<file path="config.mk">
export PLATFORM = sky130hd
export DESIGN_NAME = particle_boundary_classifier_unit
export DESIGN_NICKNAME = d
export VERILOG_FILES = /design/src/design/pbc_pkg.sv /design/src/design/pbc_lane.sv /design/src/design/pbc_merge.sv /design/src/design/particle_boundary_classifier_unit.sv
export SDC_FILE = /design/constraint.sdc
export NUM_CORES = 2
export LEC_CHECK = 0
export BUFFER_PORTS_ARGS = -buffer_cell sky130_fd_sc_hd__clkbuf_2
export CORE_AREA = 2 2 278 334
export DETAILED_ROUTE_END_ITERATION = 10
export DIE_AREA = 0 0 280 336
export PLACE_DENSITY = 0.81
export SETUP_SLACK_MARGIN = 0.05
export SYNTH_ARGS = -nofsm -noshare
export SYNTH_HDL_FRONTEND = slang
export SYNTH_SLANG_ARGS = --single-unit
export TNS_END_PERCENT = 1
</file>
<file path="constraint.sdc">
create_clock -name clock -period 10.7 [get_ports clock]
set_clock_uncertainty 0.1 [all_clocks]
set_input_delay 1.605 -clock clock [delete_from_list [all_inputs] [get_ports clock]]
set_output_delay 1.605 -clock clock [all_outputs]
set_load 0.1 [all_outputs]
</file>
<file path="src/design/pbc_pkg.sv">
package pbc_pkg;

   localparam int COORD_WIDTH = 32;
   localparam int FRAC_BITS   = 16;
   localparam int LEN_WIDTH   = COORD_WIDTH - 1;
   localparam int EXT_WIDTH   = COORD_WIDTH + 2;
   localparam int NUM_AXES    = 3;
   localparam int FLAG_WIDTH  = 2 * NUM_AXES;
   localparam int CSR_IDX_WIDTH = 3;

   localparam logic [LEN_WIDTH-1:0] LEN_RESET = LEN_WIDTH'(64) << FRAC_BITS;

   localparam logic signed [COORD_WIDTH-1:0] COORD_MIN = {1'b1, {(COORD_WIDTH-1){1'b0}}};
   localparam logic signed [COORD_WIDTH-1:0] COORD_MAX = ~COORD_MIN;

   // boundary mode codes, two bits per axis
   localparam logic [1:0] MODE_PERIODIC   = 2'd0;
   localparam logic [1:0] MODE_REFLECTING = 2'd1;
   localparam logic [1:0] MODE_ABSORBING  = 2'd2;
   localparam logic [1:0] MODE_ABSORB_ALT = 2'd3;

   localparam logic signed [1:0] DIR_STAY = 2'sb00;
   localparam logic signed [1:0] DIR_HIGH = 2'sb01;
   localparam logic signed [1:0] DIR_LOW  = 2'sb11;

   // register indexes
   localparam logic [CSR_IDX_WIDTH-1:0] CSR_LENGTH_X        = 3'd0;
   localparam logic [CSR_IDX_WIDTH-1:0] CSR_LENGTH_Y        = 3'd1;
   localparam logic [CSR_IDX_WIDTH-1:0] CSR_LENGTH_Z        = 3'd2;
   localparam logic [CSR_IDX_WIDTH-1:0] CSR_NEIGHBOUR_FLAGS = 3'd3;
   localparam logic [CSR_IDX_WIDTH-1:0] CSR_LOW_MODES       = 3'd4;
   localparam logic [CSR_IDX_WIDTH-1:0] CSR_HIGH_MODES      = 3'd5;

   typedef struct packed {
      logic [LEN_WIDTH-1:0] len;
      logic                 lo_nb;
      logic                 hi_nb;
      logic [1:0]           lo_mode;
      logic [1:0]           hi_mode;
   } axis_cfg_type;

   typedef struct packed {
      logic signed [COORD_WIDTH-1:0] pos;
      logic signed [COORD_WIDTH-1:0] mom;
      logic signed [1:0]             dir;
      logic                          drop;
   } lane_res_type;

   // clamp an extended value into [0, len - 1]
   function automatic logic signed [COORD_WIDTH-1:0] clamp_in(
      input logic signed [EXT_WIDTH-1:0] v,
      input logic signed [EXT_WIDTH-1:0] len
   );
      logic signed [EXT_WIDTH-1:0] r;
      if (v < 0)
         r = '0;
      else if (v >= len)
         r = len - EXT_WIDTH'(1);
      else
         r = v;
      return r[COORD_WIDTH-1:0];
   endfunction

endpackage

</file>
<file path="src/design/pbc_lane.sv">
module pbc_lane
   import pbc_pkg::*;
(
   input  logic                          clock,
   input  logic signed [COORD_WIDTH-1:0] pos,
   input  logic signed [COORD_WIDTH-1:0] mom,
   input  axis_cfg_type                  cfg,
   output lane_res_type                  res
);

   logic signed [EXT_WIDTH-1:0] len_e;
   logic signed [EXT_WIDTH-1:0] pos_e;
   logic signed [EXT_WIDTH-1:0] lo_wrap;
   logic signed [EXT_WIDTH-1:0] lo_refl;
   logic signed [EXT_WIDTH-1:0] hi_wrap;
   logic signed [EXT_WIDTH-1:0] hi_refl;
   logic signed [COORD_WIDTH-1:0] mom_neg;
   lane_res_type res_in;
   lane_res_type res_ff;

   always_comb begin
      len_e   = (cfg.len == '0) ? EXT_WIDTH'(1) : {3'b000, cfg.len};
      pos_e   = {{2{pos[COORD_WIDTH-1]}}, pos};
      lo_wrap = pos_e + len_e;
      lo_refl = -pos_e;
      hi_wrap = pos_e - len_e;
      hi_refl = (len_e <<< 1) - pos_e;
      mom_neg = (mom == COORD_MIN) ? COORD_MAX : -mom;

      res_in.pos  = pos;
      res_in.mom  = mom;
      res_in.dir  = DIR_STAY;
      res_in.drop = 1'b0;

      if (pos_e < 0) begin
         if (cfg.lo_nb || cfg.lo_mode == MODE_PERIODIC) begin
            res_in.pos = clamp_in(lo_wrap, len_e);
            res_in.dir = DIR_LOW;
         end else if (cfg.lo_mode == MODE_REFLECTING) begin
            res_in.pos = (lo_refl >= len_e) ? clamp_in(len_e - EXT_WIDTH'(1), len_e)
                                            : lo_refl[COORD_WIDTH-1:0];
            res_in.mom = mom_neg;
         end else begin
            res_in.drop = 1'b1;
         end
      end else if (pos_e >= len_e) begin
         if (cfg.hi_nb || cfg.hi_mode == MODE_PERIODIC) begin
            res_in.pos = clamp_in(hi_wrap, len_e);
            res_in.dir = DIR_HIGH;
         end else if (cfg.hi_mode == MODE_REFLECTING) begin
            res_in.pos = clamp_in(hi_refl, len_e);
            res_in.mom = mom_neg;
         end else begin
            res_in.drop = 1'b1;
         end
      end
   end

   always_ff @(posedge clock) begin
      res_ff <= res_in;
   end

   assign res = res_ff;

endmodule

</file>
<file path="src/design/pbc_merge.sv">
module pbc_merge
   import pbc_pkg::*;
(
   input  logic                          clock,
   input  lane_res_type                  lane_res [NUM_AXES],
   output logic signed [COORD_WIDTH-1:0] new_pos  [NUM_AXES],
   output logic signed [COORD_WIDTH-1:0] new_mom  [NUM_AXES],
   output logic signed [1:0]             dir      [NUM_AXES],
   output logic                          dropped
);

   logic                          drop_any;
   logic signed [COORD_WIDTH-1:0] pos_ff [NUM_AXES];
   logic signed [COORD_WIDTH-1:0] mom_ff [NUM_AXES];
   logic signed [1:0]             dir_ff [NUM_AXES];
   logic                          dropped_ff;

   always_comb begin
      drop_any = 1'b0;
      for (int a = 0; a < NUM_AXES; a++) begin
         drop_any = drop_any | lane_res[a].drop;
      end
   end

   // absorbed particles come out all zero
   always_ff @(posedge clock) begin
      for (int a = 0; a < NUM_AXES; a++) begin
         pos_ff[a] <= drop_any ? '0 : lane_res[a].pos;
         mom_ff[a] <= drop_any ? '0 : lane_res[a].mom;
         dir_ff[a] <= drop_any ? DIR_STAY : lane_res[a].dir;
      end
      dropped_ff <= drop_any;
   end

   assign new_pos = pos_ff;
   assign new_mom = mom_ff;
   assign dir     = dir_ff;
   assign dropped = dropped_ff;

endmodule

</file>
<file path="src/design/particle_boundary_classifier_unit.sv">
// channel  | handshake         | beat
// ---------+-------------------+-------------------------------------------------
// req      | start & !busy     | req_pos_x/y/z, req_mom_x/y/z
// rsp      | rsp_valid         | rsp_new_pos/mom_x/y/z, rsp_dir_x/y/z, rsp_dropped
// csr      | csr_we            | csr_index, csr_wdata
//
// One beat per cycle; the result is registered in the axis lanes, then in the merge.
// busy stays low, a new particle may start every cycle.
// Synchronous reset clears strobes and loads default lengths, flags and modes.
// No stall: rsp beats are shown for exactly one cycle.
module particle_boundary_classifier_unit
   import pbc_pkg::*;
(
   input  logic                            clock,
   input  logic                            reset,
   input  logic                            start,
   output logic                            busy,
   input  logic signed [COORD_WIDTH-1:0]   req_pos_x,
   input  logic signed [COORD_WIDTH-1:0]   req_pos_y,
   input  logic signed [COORD_WIDTH-1:0]   req_pos_z,
   input  logic signed [COORD_WIDTH-1:0]   req_mom_x,
   input  logic signed [COORD_WIDTH-1:0]   req_mom_y,
   input  logic signed [COORD_WIDTH-1:0]   req_mom_z,
   output logic                            rsp_valid,
   output logic signed [COORD_WIDTH-1:0]   rsp_new_pos_x,
   output logic signed [COORD_WIDTH-1:0]   rsp_new_pos_y,
   output logic signed [COORD_WIDTH-1:0]   rsp_new_pos_z,
   output logic signed [COORD_WIDTH-1:0]   rsp_new_mom_x,
   output logic signed [COORD_WIDTH-1:0]   rsp_new_mom_y,
   output logic signed [COORD_WIDTH-1:0]   rsp_new_mom_z,
   output logic signed [1:0]               rsp_dir_x,
   output logic signed [1:0]               rsp_dir_y,
   output logic signed [1:0]               rsp_dir_z,
   output logic                            rsp_dropped,
   input  logic                            csr_we,
   input  logic [CSR_IDX_WIDTH-1:0]        csr_index,
   input  logic [LEN_WIDTH-1:0]            csr_wdata
);

   logic [LEN_WIDTH-1:0]  length_ff [NUM_AXES];
   logic [FLAG_WIDTH-1:0] nb_flags_ff;
   logic [FLAG_WIDTH-1:0] low_modes_ff;
   logic [FLAG_WIDTH-1:0] high_modes_ff;
   logic                  s1_valid_ff;
   logic                  s2_valid_ff;

   logic signed [COORD_WIDTH-1:0] pos_in [NUM_AXES];
   logic signed [COORD_WIDTH-1:0] mom_in [NUM_AXES];
   axis_cfg_type                  axis_cfg [NUM_AXES];
   lane_res_type                  lane_res [NUM_AXES];
   logic signed [COORD_WIDTH-1:0] new_pos [NUM_AXES];
   logic signed [COORD_WIDTH-1:0] new_mom [NUM_AXES];
   logic signed [1:0]             new_dir [NUM_AXES];
   logic                          dropped;

   assign busy = 1'b0;

   always_ff @(posedge clock) begin
      if (reset) begin
         for (int a = 0; a < NUM_AXES; a++) begin
            length_ff[a] <= LEN_RESET;
         end
         nb_flags_ff   <= '0;
         low_modes_ff  <= '0;
         high_modes_ff <= '0;
      end else if (csr_we) begin
         unique case (csr_index)
            CSR_LENGTH_X:        length_ff[0]  <= csr_wdata[LEN_WIDTH-1:0];
            CSR_LENGTH_Y:        length_ff[1]  <= csr_wdata[LEN_WIDTH-1:0];
            CSR_LENGTH_Z:        length_ff[2]  <= csr_wdata[LEN_WIDTH-1:0];
            CSR_NEIGHBOUR_FLAGS: nb_flags_ff   <= csr_wdata[FLAG_WIDTH-1:0];
            CSR_LOW_MODES:       low_modes_ff  <= csr_wdata[FLAG_WIDTH-1:0];
            CSR_HIGH_MODES:      high_modes_ff <= csr_wdata[FLAG_WIDTH-1:0];
            default: ;
         endcase
      end
   end

   always_ff @(posedge clock) begin
      if (reset) begin
         s1_valid_ff <= 1'b0;
         s2_valid_ff <= 1'b0;
      end else begin
         s1_valid_ff <= start && !busy;
         s2_valid_ff <= s1_valid_ff;
      end
   end

   assign pos_in[0] = req_pos_x;
   assign pos_in[1] = req_pos_y;
   assign pos_in[2] = req_pos_z;
   assign mom_in[0] = req_mom_x;
   assign mom_in[1] = req_mom_y;
   assign mom_in[2] = req_mom_z;

   for (genvar a = 0; a < NUM_AXES; a++) begin : g_lane
      assign axis_cfg[a].len     = length_ff[a];
      assign axis_cfg[a].lo_nb   = nb_flags_ff[a];
      assign axis_cfg[a].hi_nb   = nb_flags_ff[NUM_AXES + a];
      assign axis_cfg[a].lo_mode = low_modes_ff[2*a +: 2];
      assign axis_cfg[a].hi_mode = high_modes_ff[2*a +: 2];

      pbc_lane u_lane (
         .clock (clock),
         .pos   (pos_in[a]),
         .mom   (mom_in[a]),
         .cfg   (axis_cfg[a]),
         .res   (lane_res[a])
      );
   end

   pbc_merge u_merge (
      .clock    (clock),
      .lane_res (lane_res),
      .new_pos  (new_pos),
      .new_mom  (new_mom),
      .dir      (new_dir),
      .dropped  (dropped)
   );

   assign rsp_valid     = s2_valid_ff;
   assign rsp_new_pos_x = new_pos[0];
   assign rsp_new_pos_y = new_pos[1];
   assign rsp_new_pos_z = new_pos[2];
   assign rsp_new_mom_x = new_mom[0];
   assign rsp_new_mom_y = new_mom[1];
   assign rsp_new_mom_z = new_mom[2];
   assign rsp_dir_x     = new_dir[0];
   assign rsp_dir_y     = new_dir[1];
   assign rsp_dir_z     = new_dir[2];
   assign rsp_dropped   = dropped;

   a_rsp_follows_start : assert property (@(posedge clock) disable iff (reset)
      rsp_valid |-> $past(s1_valid_ff))
      else $error("rsp beat without a started particle");

   a_drop_zero : assert property (@(posedge clock) disable iff (reset)
      rsp_valid && rsp_dropped |-> rsp_dir_x == DIR_STAY && rsp_dir_y == DIR_STAY
                                   && rsp_dir_z == DIR_STAY && rsp_new_pos_x == 0
                                   && rsp_new_mom_x == 0)
      else $error("dropped beat carries nonzero fields");

   a_pos_in_range : assert property (@(posedge clock) disable iff (reset)
      rsp_valid && !rsp_dropped && rsp_dir_x != DIR_STAY |->
         !rsp_new_pos_x[COORD_WIDTH-1] && rsp_dir_x != 2'sb10)
      else $error("wrapped x position out of patch");

endmodule

</file>
[After elaboration in Yosys (flattened, before gate mapping)]
Memory sizes are Yosys's and may differ from the RTL's.
Index checks and enable logic that the tools add are counted.
Word-level totals
  output and inout bits: 201
  latch bits: 0
  bits in writable memories: 93
  logic and storage cells: 203
  input bits: 230
  memories kept: 1
  ROM bits: 0
  register bits: 420
Memories
  length_ff: words 3, width 31, read ports 3, clocked after Yosys merged registers in 0, wr ports 3, RTL line particle_boundary_classifier_unit.sv:40  | logic [LEN_WIDTH-1:0] length_ff [NUM_AXES];
Cells by class
  shift operators: 0
  order comparisons: 30
  equal/unequal tests: 14
  mux-type cells: 89
  bitwise operators: 5
  reductions and logical operators: 19
  $mul: 0
  $add $sub $neg: 18
  div/mod/pow operators: 0
Operators by type and width (count)
  $mux 32: 39
  $mux 67: 6
  $mux 64: 6
  $ge 33x32->1: 6
  $lt 33x1->1 const B: 6
  $lt 32x1->1 const B: 6
  $mux 31: 6
  $ge 34x32->1: 3
  $ge 34x34->1: 3
  $lt 34x1->1 const B: 3
  $neg 32->34: 3
  $sub 33x32->34: 3
  $add 32x32->33: 3
  $sub 32x32->33: 3
  $eq 32x32->1 const B: 3
  $ge 32x32->1: 3
  $neg 32->32: 3
  $sub 31x1->32 const B: 3
  $logic_not 31->1: 3
  $mux 1: 29
  $eq 2x1->1 const B: 6
  $logic_not 2->1: 6
  $eq 3x2->1 const B: 2
  $eq 3x3->1 const B: 2
  other kinds (6): 19

[Depth between registers and ports, before layout]
An unclocked memory read counts as a cell.
  word-level depth: 11
  gate-level depth with buffers: 32
  depth with buffers taken out: 30

[Cells and area by module]
A second synthesis with hierarchy kept.
Second synthesis, totals
  cell total of the unflattened synthesis: 6814
  area, all modules: 54960.2 um^2
By module, submodules not included
  pbc_lane (g_lane[1].u_lane): seq. area each 1341.3 um^2, area each 14734.1 um^2, cells an instance 2071, times used 1
  pbc_lane (g_lane[2].u_lane): seq. area each 1341.3 um^2, area each 14592.7 um^2, cells an instance 2024, times used 1
  pbc_lane (g_lane[0].u_lane): seq. area each 1341.3 um^2, area each 14574.0 um^2, cells an instance 2040, times used 1
  pbc_merge: seq. area each 3983.8 um^2, area each 6951.7 um^2, cells an instance 464, times used 1
  particle_boundary_classifier_unit: seq. area each 3193.1 um^2, area each 4107.7 um^2, cells an instance 215, times used 1

[Worst setup path before layout]
Ideal clock, no wire load.
  path kind: input-to-reg
  from: input port req_pos_x[4]
  to: register g_lane[0].u_lane.res_ff (netlist bit g_lane[0].u_lane.res[64])
  setup slack: 3.630 ns
  data required time: 10.464 ns
  setup time: 0.136 ns
  arrival: 6.834 ns
  buffers on the path: 3
  stages: 25
  cell sequence: ha_1 > clkbuf_1 > nor3_1 > o21ai_1 > o211ai_1 > and4b_1 > or2_2 > a211oi_1 > o31ai_1 > a22oi_1 > a221o_1 > xnor2_1 > ha_1 > nand4_1 > nor2_1 > nor3_1 > a41oi_1 > or4_1 > or3_1 > nand2_1 > buf_1 > clkbuf_1 > o21ai_0 > a221oi_1 > o211ai_1
RTL lines
  from (decl): RTL line particle_boundary_classifier_unit.sv:18  | input logic signed [COORD_WIDTH-1:0] req_pos_x,
  to (signal assigned): RTL line pbc_lane.sv:60  | res_ff <= res_in;
  to (decl): RTL line pbc_lane.sv:19  | lane_res_type res_ff;

==> impl_results.md <==
- Status: complete, no violations
- Synth Area in XOR/XNOR: 0.0744
- Std cell rows: approximately 120
- Final setup TNS: 0 ps
- # resized after CTS: 0
- Largest family of logic cells by synthesized area: compound AO/OA/AOI/OAI gates
- Dominant synthesized flop cell: dfxtp_1
- PwrDens: 165 nW/um^2
- RSZ-0062 raised after global routing: no
- Slew Viols, Final: 0
- Number of global-route vias before repair: 51.2k
- Crit path required time: 11150 ps
- Post-CTS Setup Bufs: 0
- Crit-path leading delay family: compound AO/OA/AOI/OAI gates
- Clock transition at path regs: 70 ps
- Seq/Total Area, Yosys: 0.222
- CTS sink cnt: ~510
- Die ar.: between 90000 and 100000 um^2
- Via density: a little under 7
- Final nets: 7644
- Yosys warns: 0
- Yosys reg bits: just over 500
- Fraction of the mapped netlist area in compound gates: 0.250
- Gpl congestion: 1.11
- Final min period: 9620 ps
- Hold Fails Final Rpt: 0
- Crit path kind: reg2reg
- DR WL/cell: 28.8 um
- Worst EP arrival: 10080 ps
- Die Ht: 336 um
- Synthesized netlist net count: 7425
- Post-DRT Antenna Nets: 0
- Crit. End Element: register
- Library cells used by synthesis: 94
- Layout cells sized above 1: 0.103
- Core ar.: 90700 um^2
- Hpwl dp: 182000 um
- Met1 WL: roughly 84000 um
- Initial antenna violation count: 27
- Simple-Gate Fraction of Synth Area: 0.216
- CTS tree: done
- Fmax achieved: 104 MHz
- DRC: 0
- Actual slew at the worst max-slew pin: approximately 1400 ps
- Drt initial violations: roughly 7.6k
- WP buf/inv: 3
- Post-synth EDFFs: 93
- Critical path's most frequent cell: o21ai_0
- Synth Area in Adders: 0.167
- VDD IR-drop max: 0.232 mV
- Crit-path slowest cell: nor4_1
- H-Tree Depth: 2
- Io pins: approximately 430
- Grt total ovfl: 0
- Clk_lat worst skew: 700 ps
- P_leak: 23.8 nW
- Avg Cell Area, Syn: 7.73 um^2
- Final period utilization: 0.899
- Root buf cell: clkbuf_16
- Hold WC Path Type: reg2reg
- First-pass GRT wire length: 330000 um
- Wirelength, routed: 230000 um
- DR top layer: met5
- Number of port buffers: roughly 430
- Final core utilization: 0.612
- Number of buffers created by CTS: 58
- Total track usage: 0.467
- Max-cap viol count: 0
- Initial Utilization: 0.557
- WL met2: 97400 um
- Slew HR: 0.0671
- CP startpoint kind: register
- Bufs on Longest Clock Path: 3
- Largest net degree at the start of global routing: 134
- Synth async-reset ratio: 0
- Cell area after synthesis: 50500 um^2
- CP max stage delay: 880 ps
- Multiplexer share of the synthesized area: 0.0175
- Hold buffer count at CTS: 0
- Area grow syn2layout: 9.99%
- Worst-path fanout max: 14
- Syn Inst Count: around 6.5k
- Setup-failing EPs final: 0
- Met3 routed WL: 27300 um
- Routed via count: 54.8k
- DR pass1 iterations: 9
- Horiz. Die Dim: between 200 and 300 um
-- cells by family (layout without fill, tap and decap cells) --
| logic type | Yosys count | in the layout |
|---|---|---|
| compound gates | 1950 | 1950 |
| buf+inv | 710 | 977 |
| mux | 86 | 86 |
| simple gates | 2166 | 2166 |
| fa+ha+maj | 670 | 670 |
| flops | 513 | 513 |
| xor+xnor | 429 | 429 |
| other cells | 1 | 12 |
-- synthesized netlist by cell type, types with 57 or more instances --
cell,number,share of area
nand3_1,140,0.014
nor2b_1,65,0.0081
o211ai_1,155,0.023
and2_1,266,0.033
a21oi_1,549,0.054
o21bai_1,65,0.0097
nor2_1,532,0.040
nand4_1,118,0.015
or3_1,57,0.0071
mux2i_1,67,0.013
a21o_1,149,0.022
o21ai_1,98,0.0097
nand2b_1,77,0.0095
a31oi_1,102,0.013
o21ai_0,292,0.029
clkbuf_1,334,0.025
nand2_1,460,0.034
ha_1,661,0.16
dfxtp_1,420,0.17
edfxtp_1,93,0.055
inv_1,350,0.026
nor3_1,188,0.019
nor4_1,74,0.0092
xnor2_1,381,0.066
a211oi_1,90,0.013
-- final cells by class --
type                            instances  area, um^2
Clock buffer                           77        1690
Sequential cell                       513       11200
Inverter                              368        1380
Tap cell                             1168        1460
Clock inverter                         31         354
Antenna cell                           11        27.5
Timing Repair Buffer                  501        2690
Fill cell                            8273       35200
Multi-Input combinational cell       5302       36700
-- power by group --
group	switching, mW	internal [mW]
Clock	0.963	1.20
Combinational	3.26	1.33
Sequential	0.168	2.22
Total	4.39	4.75
-- cells in the final DEF, fill, tap and decap left out, types with 37 or more instances in the layout --
cell type and n:
ha_1 661, a21oi_1 548, nor2_1 528, nand2_1 460, clkbuf_2 429, dfxtp_1 420
xnor2_1 381, inv_1 350, o21ai_0 292, and2_1 266, nor3_1 184, o211ai_1 155
a21o_1 149, nand3_1 140, nand4_1 118, a31oi_1 102, o21ai_1 98, edfxtp_1 93
a211oi_1 89, nand2b_1 77, nor4_1 74, buf_4 72, mux2i_1 67, o21bai_1 65
nor2b_1 64, clkbuf_16 63, or3_1 57, xor2_1 48, a221oi_1 47, o31ai_1 46
or4_1 44, o21a_1 40, and3_1 37
-- layer usage --
layer | vias to the layer above | global-route usage
li1 | 24300 | -
met1 | 25500 | 0.552
met2 | 3927 | 0.722
met3 | 1149 | 0.130
met4 | 18 | 0.345
met5 | - | 0
-- worst register-to-register path, stage by stage (launching register included) --
cell	delay (ps)
edfxtp_1	560
or4_1	630
nor4_1	880
a41o_1	620
ha_1	310
inv_1	90
fa_1	420
o21bai_1	160
a21oi_1	120
o21ai_0	570
nand3_1	240
a211oi_1	620
o21ai_0	230
xnor2_1	200
ha_1	310
nand4_1	220
nor4_1	720
o21ai_0	410
a41oi_1	330
or4_1	140
or3_1	150
nand2_1	80
buf_4	230
nor2_1	240
buf_4	300
mux2_2	360
a21oi_1	160
o211ai_1	100
-- state kept, by name (all words and copies together) (netlist names) --
signal             count
u_merge.dropped        1
u_merge.new_pos       96
rsp_valid              1
g_lane.u_lane.res    201
u_merge.dir            6
high_modes_ff          6
low_modes_ff           6
nb_flags_ff            6
s1_valid_ff            1
length_ff             93
u_merge.new_mom       96
-- final timing paths --
path / to / slack [ps] / from / cells after the start
hold reg to reg: u_merge.new_pos[5]$_SDFF_PP0_ / 310 / g_lane[2].u_lane.res[40]$_DFF_P_ / 1
setup reg to reg: g_lane[0].u_lane.res[50]$_DFF_P_ / 1080 / length_ff[0][2]$_DFFE_PP_ / 27
hold / removal: u_merge.new_pos[5]$_SDFF_PP0_ / 310 / g_lane[2].u_lane.res[40]$_DFF_P_ / 1
setup / recovery: g_lane[0].u_lane.res[50]$_DFF_P_ / 1080 / length_ff[0][2]$_DFFE_PP_ / 27
-- metrics by stage --
step                      cells  cell area, um^2  total power [mW]  setup slack (ps)  hold WS, ps
final                      7971            55500              9.15              1080          309
after global placement     7852            53400              6.79              1670          306
after CTS                  7960            55500              8.98              1550          299
after detailed placement   7852            53400              6.82              1570          311
after floorplan            6525            50500              5.53              3630          306
after global routing       7965            55500              9.46              1050          334
Power figures use the tool's default switching activity.
